<file path="src/hdl/jsu_pkg.sv">
// shared types and codes for the json string unescape block
`timescale 1ns / 1ps
`default_nettype none
package jsu_pkg;

	localparam int QueueDepth = 4;
	localparam int QueueAw = $clog2(QueueDepth);

	localparam logic [2:0] ERR_NONE    = 3'd0;
	localparam logic [2:0] ERR_CTRL    = 3'd1;
	localparam logic [2:0] ERR_ESCAPE  = 3'd2;
	localparam logic [2:0] ERR_HEX     = 3'd3;
	localparam logic [2:0] ERR_SURR    = 3'd4;
	localparam logic [2:0] ERR_UNTERM  = 3'd5;

	// at most one command per input byte: up to four utf-8 bytes and an optional end result
	typedef struct packed {
		logic [2:0]       nbytes;
		logic [3:0][7:0]  bytes;
		logic             has_end;
		logic [2:0]       err;
	} cmd_t;

endpackage
`default_nettype wire

</file>
<file path="src/hdl/jsu_front.sv">
// front end: escape and surrogate decoder, one raw byte per cycle while the queue is not full
`timescale 1ns / 1ps
`default_nettype none
module jsu_front (
	input  wire logic          clk,
	input  wire logic          arst_n,
	input  wire logic          in_valid,
	output logic               in_ready,
	input  wire logic [7:0]    in_byte,
	input  wire logic          first_byte,
	input  wire logic          buffer_end,
	input  wire logic          q_full,
	output logic               push,
	output jsu_pkg::cmd_t      push_cmd
);

	localparam logic [2:0] PH_IDLE   = 3'd0;
	localparam logic [2:0] PH_PLAIN  = 3'd1;
	localparam logic [2:0] PH_ESC    = 3'd2;
	localparam logic [2:0] PH_HEX    = 3'd3;
	localparam logic [2:0] PH_LOWBS  = 3'd4;
	localparam logic [2:0] PH_LOWU   = 3'd5;
	localparam logic [2:0] PH_LOWHEX = 3'd6;

	logic [2:0]  phase_q, nxt_phase, ph;
	logic [15:0] acc_q, nxt_acc, acc_new;
	logic [9:0]  high_q, nxt_high;
	logic [1:0]  cnt_q, nxt_cnt;
	logic [4:0]  hx;
	logic [20:0] cp;
	logic        do_enc;
	logic        take;
	jsu_pkg::cmd_t cmd_d;

	// bit 4 set for a valid hex digit, low bits hold its value
	function automatic logic [4:0] hexval(input logic [7:0] c);
		logic [4:0] r;
		r = 5'd0;
		if (c inside {[8'h30:8'h39]})
			r = {1'b1, c[3:0]};
		else if (c inside {[8'h61:8'h66], [8'h41:8'h46]})
			r = {1'b1, 4'(c[3:0] + 4'd9)};
		return r;
	endfunction

	assign in_ready = !q_full;
	assign take = in_valid && in_ready;

	always_comb begin
		ph = first_byte ? PH_PLAIN : phase_q;
		nxt_phase = ph;
		nxt_acc = acc_q;
		nxt_high = high_q;
		nxt_cnt = cnt_q;
		cmd_d = '0;
		cp = '0;
		do_enc = 1'b0;
		hx = hexval(in_byte);
		acc_new = {acc_q[11:0], hx[3:0]};
		case (ph)
			PH_PLAIN: begin
				if (in_byte < 8'h20) begin
					cmd_d.has_end = 1'b1;
					cmd_d.err = jsu_pkg::ERR_CTRL;
					nxt_phase = PH_IDLE;
				end else if (in_byte == 8'h22) begin
					cmd_d.has_end = 1'b1;
					nxt_phase = PH_IDLE;
				end else if (in_byte == 8'h5c) begin
					nxt_phase = PH_ESC;
				end else begin
					cmd_d.nbytes = 3'd1;
					cmd_d.bytes[0] = in_byte;
				end
			end
			PH_ESC: begin
				nxt_phase = PH_PLAIN;
				cmd_d.nbytes = 3'd1;
				case (in_byte)
					8'h22, 8'h5c, 8'h2f: cmd_d.bytes[0] = in_byte;
					8'h62: cmd_d.bytes[0] = 8'h08;
					8'h66: cmd_d.bytes[0] = 8'h0c;
					8'h6e: cmd_d.bytes[0] = 8'h0a;
					8'h72: cmd_d.bytes[0] = 8'h0d;
					8'h74: cmd_d.bytes[0] = 8'h09;
					8'h75: begin
						cmd_d.nbytes = 3'd0;
						nxt_phase = PH_HEX;
						nxt_acc = '0;
						nxt_cnt = '0;
					end
					default: begin
						cmd_d.nbytes = 3'd0;
						cmd_d.has_end = 1'b1;
						cmd_d.err = jsu_pkg::ERR_ESCAPE;
						nxt_phase = PH_IDLE;
					end
				endcase
			end
			PH_HEX, PH_LOWHEX: begin
				if (in_byte < 8'h20) begin
					cmd_d.has_end = 1'b1;
					cmd_d.err = jsu_pkg::ERR_CTRL;
					nxt_phase = PH_IDLE;
				end else if (!hx[4]) begin
					cmd_d.has_end = 1'b1;
					cmd_d.err = jsu_pkg::ERR_HEX;
					nxt_phase = PH_IDLE;
				end else begin
					nxt_acc = acc_new;
					if (cnt_q != 2'd3) begin
						nxt_cnt = 2'(cnt_q + 2'd1);
					end else begin
						nxt_cnt = '0;
						if (ph == PH_HEX) begin
							if (acc_new inside {[16'hd800:16'hdbff]}) begin
								nxt_high = acc_new[9:0];
								nxt_phase = PH_LOWBS;
							end else begin
								cp = {5'd0, acc_new};
								do_enc = 1'b1;
							end
						end else if (!(acc_new inside {[16'hdc00:16'hdfff]})) begin
							cmd_d.has_end = 1'b1;
							cmd_d.err = jsu_pkg::ERR_SURR;
							nxt_phase = PH_IDLE;
						end else begin
							cp = {11'(11'(high_q) + 11'h040), acc_new[9:0]};
							do_enc = 1'b1;
						end
					end
				end
			end
			PH_LOWBS, PH_LOWU: begin
				if (in_byte < 8'h20) begin
					cmd_d.has_end = 1'b1;
					cmd_d.err = jsu_pkg::ERR_CTRL;
					nxt_phase = PH_IDLE;
				end else if (ph == PH_LOWBS && in_byte == 8'h5c) begin
					nxt_phase = PH_LOWU;
				end else if (ph == PH_LOWU && in_byte == 8'h75) begin
					nxt_phase = PH_LOWHEX;
					nxt_acc = '0;
					nxt_cnt = '0;
				end else begin
					cmd_d.has_end = 1'b1;
					cmd_d.err = jsu_pkg::ERR_SURR;
					nxt_phase = PH_IDLE;
				end
			end
			default: nxt_phase = PH_IDLE;
		endcase

		if (do_enc) begin
			if (cp == 21'd0 || cp inside {[21'h00d800:21'h00dfff]}) begin
				cmd_d.has_end = 1'b1;
				cmd_d.err = jsu_pkg::ERR_SURR;
				nxt_phase = PH_IDLE;
			end else begin
				nxt_phase = PH_PLAIN;
				if (cp < 21'h80) begin
					cmd_d.nbytes = 3'd1;
					cmd_d.bytes[0] = cp[7:0];
				end else if (cp < 21'h800) begin
					cmd_d.nbytes = 3'd2;
					cmd_d.bytes[0] = {3'b110, cp[10:6]};
					cmd_d.bytes[1] = {2'b10, cp[5:0]};
				end else if (cp < 21'h10000) begin
					cmd_d.nbytes = 3'd3;
					cmd_d.bytes[0] = {4'b1110, cp[15:12]};
					cmd_d.bytes[1] = {2'b10, cp[11:6]};
					cmd_d.bytes[2] = {2'b10, cp[5:0]};
				end else begin
					cmd_d.nbytes = 3'd4;
					cmd_d.bytes[0] = {5'b11110, cp[20:18]};
					cmd_d.bytes[1] = {2'b10, cp[17:12]};
					cmd_d.bytes[2] = {2'b10, cp[11:6]};
					cmd_d.bytes[3] = {2'b10, cp[5:0]};
				end
			end
		end

		if (buffer_end && nxt_phase != PH_IDLE) begin
			cmd_d.has_end = 1'b1;
			cmd_d.err = jsu_pkg::ERR_UNTERM;
			nxt_phase = PH_IDLE;
		end
	end

	assign push = take && (cmd_d.nbytes != 3'd0 || cmd_d.has_end);
	assign push_cmd = cmd_d;

	always_ff @(posedge clk or negedge arst_n) begin
		if (!arst_n) begin
			phase_q <= PH_IDLE;
			acc_q <= '0;
			high_q <= '0;
			cnt_q <= '0;
		end else if (take) begin
			phase_q <= nxt_phase;
			acc_q <= nxt_acc;
			high_q <= nxt_high;
			cnt_q <= nxt_cnt;
		end
	end

endmodule
`default_nettype wire

</file>
<file path="src/hdl/jsu_queue.sv">
// command queue between decoder and result sequencer
`timescale 1ns / 1ps
`default_nettype none
module jsu_queue (
	input  wire logic          clk,
	input  wire logic          arst_n,
	input  wire logic          push,
	input  wire jsu_pkg::cmd_t push_cmd,
	output logic               full,
	input  wire logic          pop,
	output logic               head_valid,
	output jsu_pkg::cmd_t      head_cmd
);

	jsu_pkg::cmd_t mem_q [jsu_pkg::QueueDepth];
	logic [jsu_pkg::QueueAw-1:0] wr_q, rd_q;
	logic [jsu_pkg::QueueAw:0]   cnt_q;

	assign full = (cnt_q == (jsu_pkg::QueueAw + 1)'(jsu_pkg::QueueDepth));
	assign head_valid = (cnt_q != '0);
	assign head_cmd = mem_q[rd_q];

	always_ff @(posedge clk) begin
		if (push)
			mem_q[wr_q] <= push_cmd;
	end

	always_ff @(posedge clk or negedge arst_n) begin
		if (!arst_n) begin
			wr_q <= '0;
			rd_q <= '0;
			cnt_q <= '0;
		end else begin
			if (push)
				wr_q <= wr_q + (jsu_pkg::QueueAw)'(1);
			if (pop)
				rd_q <= rd_q + (jsu_pkg::QueueAw)'(1);
			if (push && !pop)
				cnt_q <= cnt_q + (jsu_pkg::QueueAw + 1)'(1);
			else if (pop && !push)
				cnt_q <= cnt_q - (jsu_pkg::QueueAw + 1)'(1);
		end
	end

	a_no_overflow: assert property (@(posedge clk) disable iff (!arst_n)
		full |-> !push)
		else $error("queue push while full");

	a_no_underflow: assert property (@(posedge clk) disable iff (!arst_n)
		pop |-> head_valid)
		else $error("queue pop while empty");

endmodule
`default_nettype wire

</file>
<file path="src/hdl/jsu_back.sv">
// back end: expands each command into result transactions, one per cycle while out_ready is high
`timescale 1ns / 1ps
`default_nettype none
module jsu_back (
	input  wire logic          clk,
	input  wire logic          arst_n,
	input  wire logic          head_valid,
	input  wire jsu_pkg::cmd_t head_cmd,
	output logic               pop,
	output logic               out_valid,
	input  wire logic          out_ready,
	output logic [7:0]         out_byte,
	output logic               byte_valid,
	output logic               string_done,
	output logic [2:0]         error_code,
	output logic               run_last
);

	jsu_pkg::cmd_t cur_q;
	logic          cur_valid_q;
	logic [2:0]    idx_q;
	logic [2:0]    total;
	logic          is_byte;
	logic          advance;
	logic          load;

	assign total = 3'(cur_q.nbytes + 3'(cur_q.has_end));
	assign is_byte = (idx_q < cur_q.nbytes);

	assign out_valid = cur_valid_q;
	assign out_byte = is_byte ? cur_q.bytes[idx_q[1:0]] : 8'h00;
	assign byte_valid = is_byte;
	assign string_done = !is_byte;
	assign error_code = is_byte ? jsu_pkg::ERR_NONE : cur_q.err;
	assign run_last = (idx_q == 3'(total - 3'd1));

	assign advance = out_valid && out_ready;
	assign load = !cur_valid_q || (advance && run_last);
	assign pop = load && head_valid;

	always_ff @(posedge clk) begin
		if (pop)
			cur_q <= head_cmd;
	end

	always_ff @(posedge clk or negedge arst_n) begin
		if (!arst_n) begin
			cur_valid_q <= 1'b0;
			idx_q <= '0;
		end else if (load) begin
			cur_valid_q <= head_valid;
			idx_q <= '0;
		end else if (advance) begin
			idx_q <= idx_q + 3'd1;
		end
	end

	a_stall_holds: assert property (@(posedge clk) disable iff (!arst_n)
		out_valid && !out_ready |=> out_valid && $stable(idx_q))
		else $error("result index moved during stall");

	a_done_is_last: assert property (@(posedge clk) disable iff (!arst_n)
		out_valid && string_done |-> run_last)
		else $error("string end not the last result of its byte");

endmodule
`default_nettype wire

</file>
<file path="src/hdl/json_string_unescape_utf8.sv">
// top level of the json string unescape to utf-8 decoder
//
// channel  dir  handshake             payload
// in       in   in_valid / in_ready   in_byte, first_byte, buffer_end
// out      out  out_valid / out_ready out_byte, byte_valid, string_done, error_code, run_last
//
// the decoder takes one raw byte per cycle while the four-entry command queue has room
// the result sequencer gives one result per cycle while out_ready is high, all results of a byte in turn
// a multi-byte utf-8 code point therefore stalls input only after the queue fills
// arst_n clears decoder phase, queue pointers and sequencer; no clearing pass
`timescale 1ns / 1ps
`default_nettype none
module json_string_unescape_utf8 (
	input  wire logic        clk,
	input  wire logic        arst_n,
	input  wire logic        in_valid,
	output logic             in_ready,
	input  wire logic [7:0]  in_byte,
	input  wire logic        first_byte,
	input  wire logic        buffer_end,
	output logic             out_valid,
	input  wire logic        out_ready,
	output logic [7:0]       out_byte,
	output logic             byte_valid,
	output logic             string_done,
	output logic [2:0]       error_code,
	output logic             run_last
);

	logic          push, full, pop, head_valid;
	jsu_pkg::cmd_t push_cmd, head_cmd;

	jsu_front u_front (
		.clk        (clk),
		.arst_n     (arst_n),
		.in_valid   (in_valid),
		.in_ready   (in_ready),
		.in_byte    (in_byte),
		.first_byte (first_byte),
		.buffer_end (buffer_end),
		.q_full     (full),
		.push       (push),
		.push_cmd   (push_cmd)
	);

	jsu_queue u_queue (
		.clk        (clk),
		.arst_n     (arst_n),
		.push       (push),
		.push_cmd   (push_cmd),
		.full       (full),
		.pop        (pop),
		.head_valid (head_valid),
		.head_cmd   (head_cmd)
	);

	jsu_back u_back (
		.clk         (clk),
		.arst_n      (arst_n),
		.head_valid  (head_valid),
		.head_cmd    (head_cmd),
		.pop         (pop),
		.out_valid   (out_valid),
		.out_ready   (out_ready),
		.out_byte    (out_byte),
		.byte_valid  (byte_valid),
		.string_done (string_done),
		.error_code  (error_code),
		.run_last    (run_last)
	);

endmodule
`default_nettype wire

</file>
<file path="config.mk">
export PLATFORM = sky130hd
export DESIGN_NAME = json_string_unescape_utf8
export DESIGN_NICKNAME = d
export VERILOG_FILES = /design/src/hdl/jsu_pkg.sv /design/src/hdl/jsu_front.sv /design/src/hdl/jsu_queue.sv /design/src/hdl/jsu_back.sv /design/src/hdl/json_string_unescape_utf8.sv
export SDC_FILE = /design/constraint.sdc
export NUM_CORES = 1
export LEC_CHECK = 0
export ABC_AREA = 1
export ABC_CLOCK_PERIOD_IN_PS = 6900
export BUFFER_PORTS_ARGS = -buffer_cell sky130_fd_sc_hd__buf_4
export CAP_MARGIN = 40
export CORE_UTILIZATION = 26
export CTS_BUF_LIST = sky130_fd_sc_hd__clkbuf_4
export DETAILED_ROUTE_END_ITERATION = 16
export PLACE_DENSITY_LB_ADDON = 0.25
export RECOVER_POWER = 100
export SETUP_SLACK_MARGIN = 0.5
export SYNTH_ARGS = -nofsm -noshare
export SYNTH_HDL_FRONTEND = slang
export SYNTH_SLANG_ARGS = --single-unit
</file>
<file path="constraint.sdc">
create_clock -name clk -period 6.9 [get_ports clk]
set_clock_uncertainty 0.05 [all_clocks]
set_input_delay 2.07 -clock clk [delete_from_list [all_inputs] [get_ports clk]]
set_output_delay 2.07 -clock clk [all_outputs]
set_load 0.02 [all_outputs]
</file>
-- Word-level counts from Yosys, hierarchy flattened
Memory sizes are Yosys's and may differ from the RTL's. A register that Yosys moved wholly into a read port is not among the register bits.
Cells that the tools add are included.
- RAM bits: 156
- register bits after elaboration: 38
- logic and storage cells: 198
- output and inout bits: 16
- memories: 1
- equal/unequal tests: 24
- bitwise logic cells: 2
- $lt $le $gt $ge: 18
- muxes and demuxes: 95
- reductions and logical operators: 39
- add/sub/neg operators: 10
- memory list (name ; words ; bits a word ; rd ports ; clocked after memory_dff ; write ports ; RTL line ; text):
    u_queue.mem_q ; 4 ; 39 ; 1 ; 1 ; 1 ; jsu_queue.sv:15 ; jsu_pkg::cmd_t mem_q [jsu_pkg::QueueDepth];
- operator list (kind ; number):
    2-to-1 mux 21 bit ; 6
    2-to-1 mux 12 bit ; 6
    2-to-1 mux 3 bit ; 24
    equality test 8 x 7 -> 1 bit, second input constant ; 7
    2-to-1 mux 8 bit ; 7
    2-to-1 mux 16 bit ; 3
    case mux 8 bit (6 select lines) ; 1
    2-to-1 mux 4 bit ; 11
    2-to-1 mux 39 bit ; 1
    case mux 12 bit (3 select lines) ; 1
    2-to-1 mux 35 bit ; 1
    greater-or-equal comparator 16 bit, second input constant ; 2
    less-or-equal comparator 16 bit, second input constant ; 2
    2-to-1 mux 24 bit ; 1
    2-to-1 mux 22 bit ; 1
    greater-or-equal comparator 21 x 16 -> 1 bit, second input constant ; 1
    less-or-equal comparator 21 x 16 -> 1 bit, second input constant ; 1
    zero test 21 bit ; 1
    < comparator 21 x 12 -> 1 bit, second input constant ; 1
    < comparator 21 x 17 -> 1 bit, second input constant ; 1
    < comparator 21 x 8 -> 1 bit, second input constant ; 1
    binary-select mux 8 bit (select 2 bit) ; 1
    equality test 8 x 6 -> 1 bit, second input constant ; 2
    greater-or-equal comparator 8 x 7 -> 1 bit, second input constant ; 2
    other kinds (39) ; 103

-- Logic depth before layout (Yosys ltp)
Gate-level depths: netlist of run 1.
- word-level depth: 27
- mapped depth: 29
- mapped depth without buffers: 28

-- By module
Synthesis of run 1 repeated with hierarchy kept, for this count alone.
- cell total of the unflattened synthesis: 1140
- area total of the unflattened synthesis: 11627.4 µm²
- modules (own cells, without submodules) (module ; cells an instance ; instances ; area each (µm²)):
    jsu_queue ; 504 ; 1 ; 6806.5
    jsu_front ; 471 ; 1 ; 2956.6
    jsu_back ; 165 ; 1 ; 1864.3

-- Worst setup path after synthesis of run 1
Ideal clock, no wire load.
- path type: input port to flip-flop
- start: in in_byte[1]
- end: mem u_queue.mem_q[0][0] (netlist bit) (enable)
- slack: 1.054 ns
- stages: 21
- data required time: 6.423 ns
- arrival time: 5.369 ns
- path buffers: 1
- cell sequence: inv_1 -> ha_1 -> inv_1 -> nand3_1 -> nand2_1 -> inv_1 -> nand2_2 -> nand2_4 -> nand3_4 -> nor2_8 -> nand2_1 -> nand4_2 -> nor2_1 -> nand2_1 -> nand2_2 -> buf_6 -> nand3_2 -> nand2_2 -> nand3_2 -> nand2_4 -> nor2_1
- cells in the longest elaborated chain, start to end: 25
- elaborated cells between the ends (all ways): 102
- those cells by class: add/sub (1); order compare (16); eq/ne (9); mux (58); reduce/logical (18)
- ends and longest elaborated chain (item ; RTL line ; text):
    from (decl) ; json_string_unescape_utf8.sv:18 ; input wire logic [7:0] in_byte,
    greater-or-equal comparator 8 x 7 -> 1 bit or less-or-equal comparator 8 x 7 -> 1 bit (tied branches) ; jsu_front.sv:41 ; else if (c inside {[8'h61:8'h66], [8'h41:8'h46]})
    logical AND 1 bit ; jsu_front.sv:41 ;
    nonzero test 2 bit ; jsu_front.sv:41 ;
    2-to-1 mux 5 bit ; jsu_front.sv:41 ;
    2-to-1 mux 5 bit ; jsu_front.sv:39 ; if (c inside {[8'h30:8'h39]})
    greater-or-equal comparator 16 bit, or another cell as far along ; jsu_front.sv:123 ; end else if (!(acc_new inside {[16'hdc00:16'hdfff]})) begin
    logical AND 1 bit (on tied branches) ; jsu_front.sv:123, jsu_front.sv:116 ;
    2-to-1 mux 21 bit or 2-to-1 mux 16 bit (tied branches) ; jsu_front.sv:123, jsu_front.sv:116 ;
    (+9 left out) ; - ;
    2-to-1 mux 3 bit ; jsu_front.sv:154 ; if (do_enc) begin
    nonzero test 3 bit ; jsu_front.sv:183 ; if (buffer_end && nxt_phase != PH_IDLE) begin
    logical AND 1 bit ; jsu_front.sv:183 ;
    2-to-1 mux 4 bit ; jsu_front.sv:183 ;
    logical OR 1 bit (*) ; jsu_front.sv:190 ; assign push = take && (cmd_d.nbytes != 3'd0 || cmd_d.has_end);
    logical AND 1 bit (*) ; jsu_front.sv:190 ;
    2-to-1 mux 1 bit (*) ; jsu_queue.sv:24 ; if (push)
    2-to-1 mux 1 bit (not written as such) (*) ; jsu_queue.sv:25 ; mem_q[wr_q] <= push_cmd;
    to (decl) ; jsu_queue.sv:15 ;
Every way passes the cells marked *; elsewhere a longest branch is shown, timed or not.

==> run metrics, run 1 <==
VDD IR max=0.1194 mV; Startpoint Class=input pin; routability cong.=0.8656; min cycle time layout=5.768 ns; routed vias/inst=4.533; main combinational cell family by area after synthesis=simple AND/OR/NAND/NOR gates; pin count of the biggest net entering global routing=72; Synth async-reset ratio=17.84%; Most common cell on crit path=inv_1; H-tree level count=2; dpl hpwl=17.56 mm; post-CTS sizing=0; Rel. slew slack=-103.3%; 1st-pass router iterations=5; Nets=1083; Area contributors post-synth=edfxtp_1 52%, dfrtp_1 9.3%, o21ai_0 6.2%; Worst Hold Class=reg2reg; leading area contributor after synthesis=edfxtp_1; share of the synthesized area in the top cell type=51.58%; DIE WIDTH=199.9 um; status=finished with violations; Max Slew Vio Count=147; EDFF count, synth=175; Synth Area in Simple Gates=17.28%; most common cell in the netlist=edfxtp_1; Num CTS Buffers=56; Final Setup Violations=0; Sw Share=36.18%; Worst Path Buf+Inv=8; post-synthesis mux area share=0.6264%; register area share after synthesis=60.92%; fmax=0.1734 GHz; routed vias=7311; CP max stage cell=buf_4; total track usage=13.71%; critical path's top delay family=simple AND/OR/NAND/NOR gates; Worst R2R Start=u_back.idx_q[0]; Post-Synth XOR/XNOR Area=0.7738%; DRC Markers=0; dpl ws=1.126 ns; placed inst area=11030 sq um; warnings from Yosys=0; first-pass GRT wire length=41.52 mm; clock network power share=26.1%; Crit Path Max Fanout=34; Routed Antenna Nets=0; sequential power share=44.0%; worst hold start=u_front.high_q[9]; routed wire length per instance=16.39 um; hold endpoint=u_front.high_q[9]; Final Worst Setup Slack=1.132 ns; Post-Synthesis Net Count=1023; filler instances=4037; Remaining Overflow, GRT=0; Worst Tran Pin Value=3.050 ns; Hold Path Depth=2; final hold violations=0; Finished Cell Area=11630 sq um; P_leak=4.491 nW; FP Rows=72; Synth Register Bits=213; Yosys cell types=52; setup bufs post-CTS=0; proportion of layout cells with a drive suffix above 1=15.74%; initial drt markers=520; port buffer count=29; Core Box Area=38650 sq um; Max Cap Viol=3; Adder-Cell Fraction of Synth Area=2.162%; Sinks on Clock Net=213; Sw Pwr=0.001511 W; Area growth, synth to finish=14.21%; hold buffer count at cts=0; Cell Area, Synth=10190 sq um; commonest cells in the netlist=175 x edfxtp_1, 158 x nor2_1, 126 x o21ai_0, 118 x nand2_1, 90 x inv_1; area fraction in compound gates after synthesis=12.75%; CTS clock-pin slew for the worst setup and hold paths=0.07 ns; die height=199.9 um; WL final=26.44 mm; # IOs=30; Final Util=30.11%; critical path cell sequence=clkbuf_1 -> inv_1 -> ha_1 -> nand3_1 -> nand2_1 -> inv_1 -> nand2_2 -> nand2_1 -> nand2_1 -> nor2_4 -> o211ai_1 -> nand3_4 -> buf_4 -> inv_1 -> nand2_1 -> nor2_8 -> clkinvlp_2 -> or2_1 -> nand2_4 -> inv_1 -> o21ai_0 -> o21ai_1 -> inv_1; clock latency on the worst-skew pair=0.68 ns; largest stage delay on the critical path=0.33 ns; flop2flop setup slack=2.04 ns; CP endpoint kind=register; setup TNS=0 ns; Internal=0.002664 W; Initial Util=26.36%; vias in the first global route=7268; Post-synth top flop=edfxtp_1; FF-to-FF path depth=9; TritonCTS clock tree=built; die area=39980 sq um; RSZ-0062 raised after global routing=no; pwr/cell area=358.9 nW/um^2; failing checks=max-capacitance violations, max-slew violations; WS Path Type=in2reg; final worst-path cycle share=83.60%; CP required=7.28 ns; combinational power share=29.9%; worst-case clock buffer depth=3; Avg Cell Area, Syn=10.27 sq um; CTS Root Cell=clkbuf_4; crit path DAT=6.15 ns; RR Endpoint=u_back.cur_q[20]; initial antenna violation count=1; Synth Instances=992
==> routing by layer <==
layer | routed length (um) | GRT usage [%]
met5 | 0 | 0
met4 | 536 | 4.524
met3 | 1392 | 2.537
met2 | 11980 | 22.06
met1 | 12520 | 18.56
==> stage by stage <==
step                      power, W  hold slack, ns  instances
final                     0.004175          0.4339       1613
after global routing      0.004477          0.4635       1613
after CTS                 0.004313          0.4403       1611
after detailed placement  0.003205          0.4245       1512
after global placement    0.003197          0.4236       1512
after floorplan           0.002673          0.3957        992
==> cells in the final DEF, fill, tap and decap left out, types with 6 or more instances in the layout <==
cell	count
ha_1	16
inv_1	92
a21oi_1	27
edfxtp_1	175
nand2_2	6
or2_2	6
clkinv_1	7
nand2_1	124
buf_4	20
nor2_4	6
clkbuf_4	90
nand4_1	9
clkbuf_1	20
o21ai_0	129
nor2_1	155
dfrtp_1	37
o22ai_1	39
nor3_1	7
inv_2	9
nand3_1	38
==> worst register-to-register path: stages, from the launching register on <==
cell	delay, ns
dfrtp_1	0.78
inv_1	0.48
or2_2	0.40
a21oi_1	0.16
nand2_1	0.09
a21oi_1	0.14
clkbuf_1	0.30
o21ai_0	0.41
inv_1	0.17
clkbuf_1	1.42
==> registers in the layout, summed over array words and instances, names as in the netlist <==
register          flops
u_back.cur_q         35
u_back.idx_q          3
u_back.out_valid      1
u_front.acc_q        12
u_front.cnt_q         2
u_front.high_q       10
u_front.phase_q       3
u_queue.cnt_q         3
u_queue.mem_q       140
u_queue.rd_q          2
u_queue.wr_q          2
==> worst max path at each step <==
stage	start	slack (ns)	to	depth (start not counted)
final	in_byte[0]	1.13	u_queue.mem_q[3][36]	23
after global routing	in_byte[0]	0.75	u_queue.mem_q[0][36]	23
after CTS	in_byte[1]	1.82	u_queue.cnt_q[2]	27
after detailed placement	in_byte[1]	1.13	u_queue.cnt_q[2]	27
after global placement	in_byte[1]	1.14	u_queue.cnt_q[2]	27
after floorplan	in_byte[1]	1.05	u_queue.mem_q[0][0]	21
==> power groups by stage <==
| stage | Combinational (W) | Clock [W] | Sequential [W] |
|---|---|---|---|
| 2_1_floorplan | 0.000860 | 0 | 0.00181 |
| 6_report | 0.00125 | 0.00109 | 0.00184 |
| 4_1_cts | 0.00135 | 0.00113 | 0.00184 |
| 5_1_grt | 0.00142 | 0.00119 | 0.00186 |
| 3_5_place_dp | 0.00134 | 0 | 0.00186 |
| 3_3_place_gp | 0.00133 | 0 | 0.00186 |
==> cells by family (layout without fill, tap and decap cells) <==
kind of cell / Yosys count / after routing
mux: 6 / 6
buf+inv: 144 / 245
fa+ha+maj: 17 / 17
xor+xnor: 9 / 9
flops: 213 / 213
other cells: 0 / 2
compound gates: 228 / 228
simple gates: 375 / 375
==> final cells by class <==
type                            instances  area [sq um]  area share (%)
Antenna cell                            2         5.005         0.04302
Clock buffer                           90         675.6           5.807
Clock inverter                          9         45.04          0.3871
Inverter                              105         397.9           3.420
Multi-Input combinational cell        635          3411           29.31
Sequential cell                       213          6207           53.35
Tap cell                              518         648.1           5.570
Timing Repair Buffer                   41         245.2           2.108
(Power assumes the default switching activity.)
==> inputs of run 2 (changes only) <==
--- a/config.mk
+++ b/config.mk
@@ -5,8 +5,8 @@
 export SDC_FILE = /design/constraint.sdc
 export NUM_CORES = 1
 export LEC_CHECK = 0
-export ABC_AREA = 1
-export ABC_CLOCK_PERIOD_IN_PS = 6900
+export ABC_AREA = 0
+export ABC_CLOCK_PERIOD_IN_PS = 5300
 export BUFFER_PORTS_ARGS = -buffer_cell sky130_fd_sc_hd__buf_4
 export CAP_MARGIN = 40
 export CORE_UTILIZATION = 26
==> constraint.sdc (replaced) <==
create_clock -name clk -period 5.3 [get_ports clk]
set_clock_uncertainty 0.05 [all_clocks]
set_input_delay 1.59 -clock clk [delete_from_list [all_inputs] [get_ports clk]]
set_output_delay 1.59 -clock clk [all_outputs]
set_load 0.02 [all_outputs]
==> run metrics, run 2 <==
Crit Path Max Fanout=27 (was 34); die area=40040 sq um (was 39980 sq um); Worst Tran Pin Value=3.322 ns (was 3.050 ns); hold endpoint=u_front.cnt_q[1] (was u_front.high_q[9]); Avg Cell Area, Syn=14.19 sq um (was 10.27 sq um); critical path's top delay family=compound AO/OA/AOI/OAI gates (was simple AND/OR/NAND/NOR gates); CP max stage cell=and2_0 (was buf_4); dpl hpwl=17.22 mm (was 17.56 mm); EDFF count, synth=175 (unchanged); commonest cells in the netlist=175 x edfxtp_1, 55 x nand2_1, 42 x mux4_2, 39 x nor2_1, 38 x dfrtp_1 (was 175 x edfxtp_1, 158 x nor2_1, 126 x o21ai_0, 118 x nand2_1, 90 x inv_1); setup bufs post-CTS=0 (unchanged); Post-Synthesis Net Count=750 (was 1023); CTS Root Cell=clkbuf_4 (unchanged); status=finished with violations (unchanged); port buffer count=29 (unchanged); Max Slew Vio Count=115 (was 147); Final Setup Violations=0 (unchanged); DIE WIDTH=200.1 um (was 199.9 um); Max Cap Viol=3 (unchanged); CP endpoint kind=register (unchanged); vias in the first global route=6499 (was 7268); hold buffer count at cts=0 (unchanged); most frequent cells in the layout=175 x edfxtp_1, 76 x clkbuf_4, 56 x nand2_1 (was 175 x edfxtp_1, 155 x nor2_1, 129 x o21ai_0); DRC Markers=0 (unchanged); Final Total Pwr=0.005025 W (was 0.004175 W); clock latency on the worst-skew pair=0.68 ns (about the same); largest stage delay on the critical path=0.67 ns (was 0.33 ns); WL final=24.95 mm (was 26.44 mm); pin count of the biggest net entering global routing=39 (was 72); dpl ws=0.3222 ns (was 1.126 ns); register with the most flip-flops=u_queue.mem_q (unchanged); worst-case clock buffer depth=3 (unchanged); Post-synth top flop=edfxtp_1 (unchanged); Worst Path Buf+Inv=3 (was 8); Final Worst Setup Slack=0.4803 ns (was 1.132 ns); hold_ws=0.4576 ns (was 0.4339 ns); RR Endpoint=u_queue.rd_q[1] (was u_back.cur_q[20]); filler instances=3939 (was 4037); proportion of layout cells with a drive suffix above 1=21.78% (was 15.74%); routed wire length per instance=18.61 um (was 16.39 um); Largest regs=u_queue.mem_q x140, u_back.cur_q x35, u_front.acc_q x12 (unchanged); P_leak=3.968 nW (was 4.491 nW); Worst R2R Start=u_back.idx_q[0] (unchanged); total track usage=12.89% (was 13.71%); Worst Hold Class=reg2reg (unchanged); RSZ-0062 raised after global routing=no (unchanged); final hold violations=0 (unchanged); Remaining Overflow, GRT=0 (unchanged); Startpoint Class=input pin (unchanged); die height=200.1 um (was 199.9 um); pwr/cell area=432.0 nW/um^2 (was 358.9 nW/um^2); CP required=5.59 ns (was 7.28 ns); VDD IR max=0.1748 mV (was 0.1194 mV); fmax=0.2075 GHz; final worst-path cycle share=90.94%; Routed Antenna Nets=0 (unchanged); initial drt markers=507 (was 520); critical path cell sequence=clkbuf_1 -> inv_1 -> ha_1 -> o21bai_1 -> a21oi_1 -> o21a_1 -> a21oi_1 -> and3_2 -> a22o_1 -> and2_0 -> buf_12 (was clkbuf_1 -> inv_1 -> ha_1 -> nand3_1 -> nand2_1 -> inv_1 -> nand2_2 -> nand2_1 -> nand2_1 -> nor2_4 -> o211ai_1 -> nand3_4 -> buf_4 -> inv_1 -> nand2_1 -> nor2_8 -> clkinvlp_2 -> or2_1 -> nand2_4 -> inv_1 -> o21ai_0 -> o21ai_1 -> inv_1); crit path DAT=5.11 ns (was 6.15 ns); worst hold start=u_front.cnt_q[1] (was u_front.high_q[9]); Cell Area, Synth=10200 sq um (was 10190 sq um); Sinks on Clock Net=213 (unchanged); H-tree level count=2 (unchanged); initial antenna violation count=1 (unchanged); most common cell in the netlist=edfxtp_1 (unchanged); warnings from Yosys=0 (unchanged); TritonCTS clock tree=built (unchanged); Final Util=30.10% (was 30.11%); FP Rows=72 (unchanged); Num CTS Buffers=54 (was 56); leading area contributor after synthesis=edfxtp_1 (unchanged); Synth Instances=719 (was 992); first-pass GRT wire length=38.69 mm (was 41.52 mm); WS Path Type=in2reg (unchanged); register area share after synthesis=60.83% (was 60.92%); Synth async-reset ratio=17.84% (unchanged); Rel. slew slack=-121.4% (was -103.3%); 1st-pass router iterations=4 (was 5); Area growth, synth to finish=14.02% (was 14.21%); flop2flop setup slack=0.99 ns (was 2.04 ns); post-CTS sizing=0 (unchanged); Largest register FFs=140 (unchanged); Most common cell on crit path=a21oi_1 (was inv_1); Hold Path Depth=2 (unchanged); Yosys cell types=91 (was 52); Initial Util=26.40% (was 26.36%); commonest non-fill, non-tap cell in the layout=edfxtp_1 (unchanged); routability cong.=0.8390 (was 0.8656); Area contributors post-synth=edfxtp_1 52%, dfrtp_1 9.3%, mux4_2 9.3% (was edfxtp_1 52%, dfrtp_1 9.3%, o21ai_0 6.2%); FF-to-FF path depth=7 (was 9); share of the synthesized area in the top cell type=51.51% (was 51.58%); # IOs=30 (unchanged); routed vias/inst=4.784 (was 4.533); Synth Register Bits=213 (unchanged); Core Box Area=38650 sq um (unchanged); Nets=820 (was 1083); min cycle time layout=4.820 ns; failing checks=max-capacitance violations, max-slew violations (unchanged); CTS clock-pin slew for the worst setup and hold paths=0.06 ns (was 0.07 ns); routed vias=6415 (was 7311); setup TNS=0 ns (unchanged)
run 2: cell count changes in the layout (fill, tap and decap cells not counted), sizes merged, moves of 11 or more:
cell    previous run  this run
clkbuf           110        99
nor2             169        40
mux4               0        42
nand2            134        57
a211oi             5        16
o22ai             39         3
nor2b              0        12
nand3             44        11
inv              102        24
and2               1        17
o21ai            132        32
run 2: how the worst max path moves through the flow:
stage                          from              endpoint  slack [ns]  cells past startpoint
floorplan                in_byte[4]   u_queue.mem_q[0][0]        0.70                      8
global placement         in_byte[0]      u_queue.cnt_q[1]        0.38                     13
detailed placement       in_byte[0]      u_queue.cnt_q[1]        0.32                     13
CTS                 u_back.idx_q[1]           out_byte[6]        0.61                      6
global route             in_byte[0]  u_queue.mem_q[0][23]        0.26                     11
finish                   in_byte[0]   u_queue.mem_q[0][7]        0.48                     11
run 2: power breakdown:
group	switching (W)	internal [W]	leakage (nW)	total [W]
Clock	0.000639	0.000709	0.393	0.00135
Combinational	0.000725	0.000613	1.52	0.00134
Sequential	0.000147	0.00219	2.05	0.00234
Total	0.00151	0.00351	3.97	0.00502
run 2: logic make-up after synthesis:
kind of cell,after synthesis,synth area share (%)
DFF,213,60.83
and+or+nand+nor,203,10.90
buffers and inverters,62,2.796
adders and majority gates,17,2.158
AOI/OAI and AO/OA,155,11.41
muxes,56,10.79
xor gates and xnor gates,13,1.116
run 2: per-layer routing:
metal	wire length (um)	GRT usage, %	vias to the layer above	part of all wire [%]
li1	-	-	2990	-
met1	11820	17.68	3242	47
met2	11600	20.36	150	47
met3	1100	2.403	33	4.4
met4	429	4.495	0	1.7
met5	0	0	-	0
run 2: through the flow:
step	instances	area [sq um]
final	1341	11630
after global routing	1341	11630
after CTS	1340	11800
after detailed placement	1251	11140
after global placement	1246	11030
after floorplan	719	10210
run 2: cell type report:
| type | count | area [sq um] | share of cell area [%] |
|---|---|---|---|
| Inverter | 24 | 90.09 | 0.7744 |
| Clock buffer | 76 | 570.5 | 4.905 |
| Antenna cell | 1 | 2.502 | 0.02151 |
| Multi-Input combinational cell | 444 | 3640 | 31.29 |
| Tap cell | 518 | 648.1 | 5.572 |
| Sequential cell | 213 | 6207 | 53.36 |
| Clock inverter | 13 | 97.59 | 0.8390 |
| Timing Repair Buffer | 52 | 376.6 | 3.238 |
run 2: worst register-to-register path: cells and delay by family (launching register included):
family          cells  cell delay [ns]
buf+inv             1             1.57
flops               1             0.87
simple gates        3             0.83
compound gates      1             0.48
xor+xnor            2             0.41
==> inputs of run 3 (changes only) <==
--- a/config.mk
+++ b/config.mk
@@ -12,7 +12,8 @@
 export CORE_UTILIZATION = 26
 export CTS_BUF_LIST = sky130_fd_sc_hd__clkbuf_4
 export DETAILED_ROUTE_END_ITERATION = 16
-export PLACE_DENSITY_LB_ADDON = 0.25
+export MAX_ROUTING_LAYER = met4
+export PLACE_DENSITY_LB_ADDON = 0.1
 export RECOVER_POWER = 100
 export SETUP_SLACK_MARGIN = 0.5
 export SYNTH_ARGS = -nofsm -noshare
==> run metrics, run 3 (same netlist as run 2, synthesis figures left out) <==
Num CTS Buffers=59 (was 54); WL final=27.05 mm (was 24.95 mm); pwr/cell area=441.9 nW/um^2 (was 432.0 nW/um^2); Crit Path Max Fanout=7 (was 27); Worst Hold Class=reg2reg (unchanged); hold buffer count at cts=0 (unchanged); Final Util=30.41% (was 30.10%); routed wire length per instance=19.83 um (was 18.61 um); Largest register FFs=140 (unchanged); FP Rows=72 (unchanged); setup TNS=0 ns (unchanged); met1 Track Usage GR=18.52% (was 17.68%); vias in the first global route=6767 (was 6499); Sinks on Clock Net=213 (unchanged); Final Setup Violations=0 (unchanged); Max Cap Viol=5 (was 3); port buffer count=29 (unchanged); fmax=0.2107 GHz (was 0.2075 GHz); Startpoint Class=input pin (unchanged); placed inst area=11130 sq um (was 11140 sq um); VDD IR max=0.1623 mV (was 0.1748 mV); placed insts=1253 (was 1251); Rel. slew slack=-59.54% (was -121.4%); routed vias/inst=4.760 (was 4.784); clock latency on the worst-skew pair=0.70 ns (was 0.68 ns); commonest non-fill, non-tap cell in the layout=edfxtp_1 (unchanged); H-tree level count=2 (unchanged); worst-case clock buffer depth=3 (unchanged); final worst-path cycle share=89.56% (was 90.94%); final hold violations=0 (unchanged); Core Box Area=38650 sq um (unchanged); Remaining Overflow, GRT=0 (unchanged); die area=40040 sq um (unchanged); most frequent cells in the layout=175 x edfxtp_1, 97 x clkbuf_4, 55 x nand2_1 (was 175 x edfxtp_1, 76 x clkbuf_4, 56 x nand2_1); first-pass GRT wire length=41.06 mm (was 38.69 mm); DIE WIDTH=200.1 um (unchanged); TritonCTS clock tree=built (unchanged); Worst Tran Pin Value=2.393 ns (was 3.322 ns); crit path DAT=5.25 ns (was 5.11 ns); GRT Max-Usage Layer=met2 (unchanged); 1st-pass router iterations=5 (was 4); Initial Util=26.40% (unchanged); initial drt markers=405 (was 507); Max Slew Vio Count=141 (was 115); status=finished with violations (unchanged); register with the most flip-flops=u_queue.mem_q (unchanged); WS Path Type=in2reg (unchanged); GRT met3 Usage=2.991% (was 2.403%); failing checks=max-capacitance violations, max-slew violations (unchanged); P_leak=4.061 nW (was 3.968 nW); routed vias=6493 (was 6415); Largest regs=u_queue.mem_q x140, u_back.cur_q x35, u_front.acc_q x12 (unchanged); Routed Antenna Nets=0 (unchanged); Area growth, synth to finish=15.18% (was 14.02%); min cycle time layout=4.747 ns (was 4.820 ns); proportion of layout cells with a drive suffix above 1=24.05% (was 21.78%); # IOs=30 (unchanged); total track usage=14.41% (was 12.89%); pin count of the biggest net entering global routing=39 (unchanged); die height=200.1 um (unchanged); CP required=5.81 ns (was 5.59 ns); dpl hpwl=18.96 mm (was 17.22 mm); RSZ-0062 raised after global routing=no (unchanged); CP endpoint kind=register (unchanged); initial antenna violation count=1 (unchanged); setup bufs post-CTS=0 (unchanged); DRC Markers=0 (unchanged); met2 Use GR=22.78% (was 20.36%); CTS Root Cell=clkbuf_4 (unchanged); post-CTS sizing=1 (was 0); non-filler cells, final=1364 (was 1341); CTS clock-pin slew for the worst setup and hold paths=0.06 ns (about the same); routability cong.=0.8471 (was 0.8390); Nets=827 (was 820); Finished Cell Area=11750 sq um (was 11630 sq um)
==> run 3: cell types whose count changed in the layout (fill, tap and decap cells not counted), sizes merged <==
cell,delta
inv,+2
clkinv,-3
clkinvlp,+1
bufinv,-1
diode,+1
clkbuf,+23
==> run 3: final cells by class <==
| cell class | instances | area [sq um] |
|---|---|---|
| Inverter | 24 | 90.09 |
| Tap cell | 518 | 648.1 |
| Clock inverter | 12 | 58.81 |
| Sequential cell | 213 | 6207 |
| Multi-Input combinational cell | 444 | 3655 |
| Fill cell | 3928 | 26900 |
| Clock buffer | 97 | 728.2 |
| Timing Repair Buffer | 54 | 359.1 |
| Antenna cell | 2 | 5.005 |
==> run 3: worst paths after layout <==
| check | slack, ns | startpoint | cells after the start | endpoint |
|---|---|---|---|---|
| min reg2reg | 0.46 | u_front.cnt_q[1] | 2 | u_front.cnt_q[1] |
| max reg2reg | 1.07 | u_back.idx_q[0] | 7 | u_queue.rd_q[1] |
| max in group asynchronous | 2.08 | arst_n | 1 | u_back.idx_q[1] |
| min | 0.46 | u_front.cnt_q[1] | 2 | u_front.cnt_q[1] |
| max | 0.55 | in_byte[1] | 13 | u_queue.cnt_q[1] |
| min in group asynchronous | 1.59 | arst_n | 1 | u_back.idx_q[2] |
==> run 3: metrics by stage <==
stage | hold WS, ns | setup slack, ns | power, W
2_1_floorplan | 0.4038 | 0.6983 | 0.003296
5_1_grt | 0.4942 | 0.3766 | 0.005530
3_3_place_gp | 0.4238 | 0.2943 | 0.003796
3_5_place_dp | 0.4391 | 0.2426 | 0.003844
4_1_cts | 0.4554 | 0.6696 | 0.005382
6_report | 0.4551 | 0.5533 | 0.005193
==> run 3: metal layers <==
metal / part of all wire, % / vias up
met2: 47 / 155
met3: 5.0 / 46
met5: 0 / -
met4: 2.2 / 0
li1: - / 3020
met1: 46 / 3272
==> run 3: critical path: stages <==
cell and delay, ns:
clkbuf_1 0.29, inv_1 0.15, ha_1 0.27, o21bai_1 0.33, a21oi_1 0.28, o21a_1 0.34, a2111oi_0 0.47, nand4_1 0.20
a22o_4 0.34, ha_1 0.24, inv_1 0.08, fa_1 0.39, mux2_2 0.26
==> run 3: where the power goes <==
part           switching [W]  internal, W  total [W]
combinational       0.000716     0.000599    0.00132
sequential          0.000186      0.00219    0.00238
clock               0.000674     0.000825    0.00150
total                0.00158      0.00362    0.00519
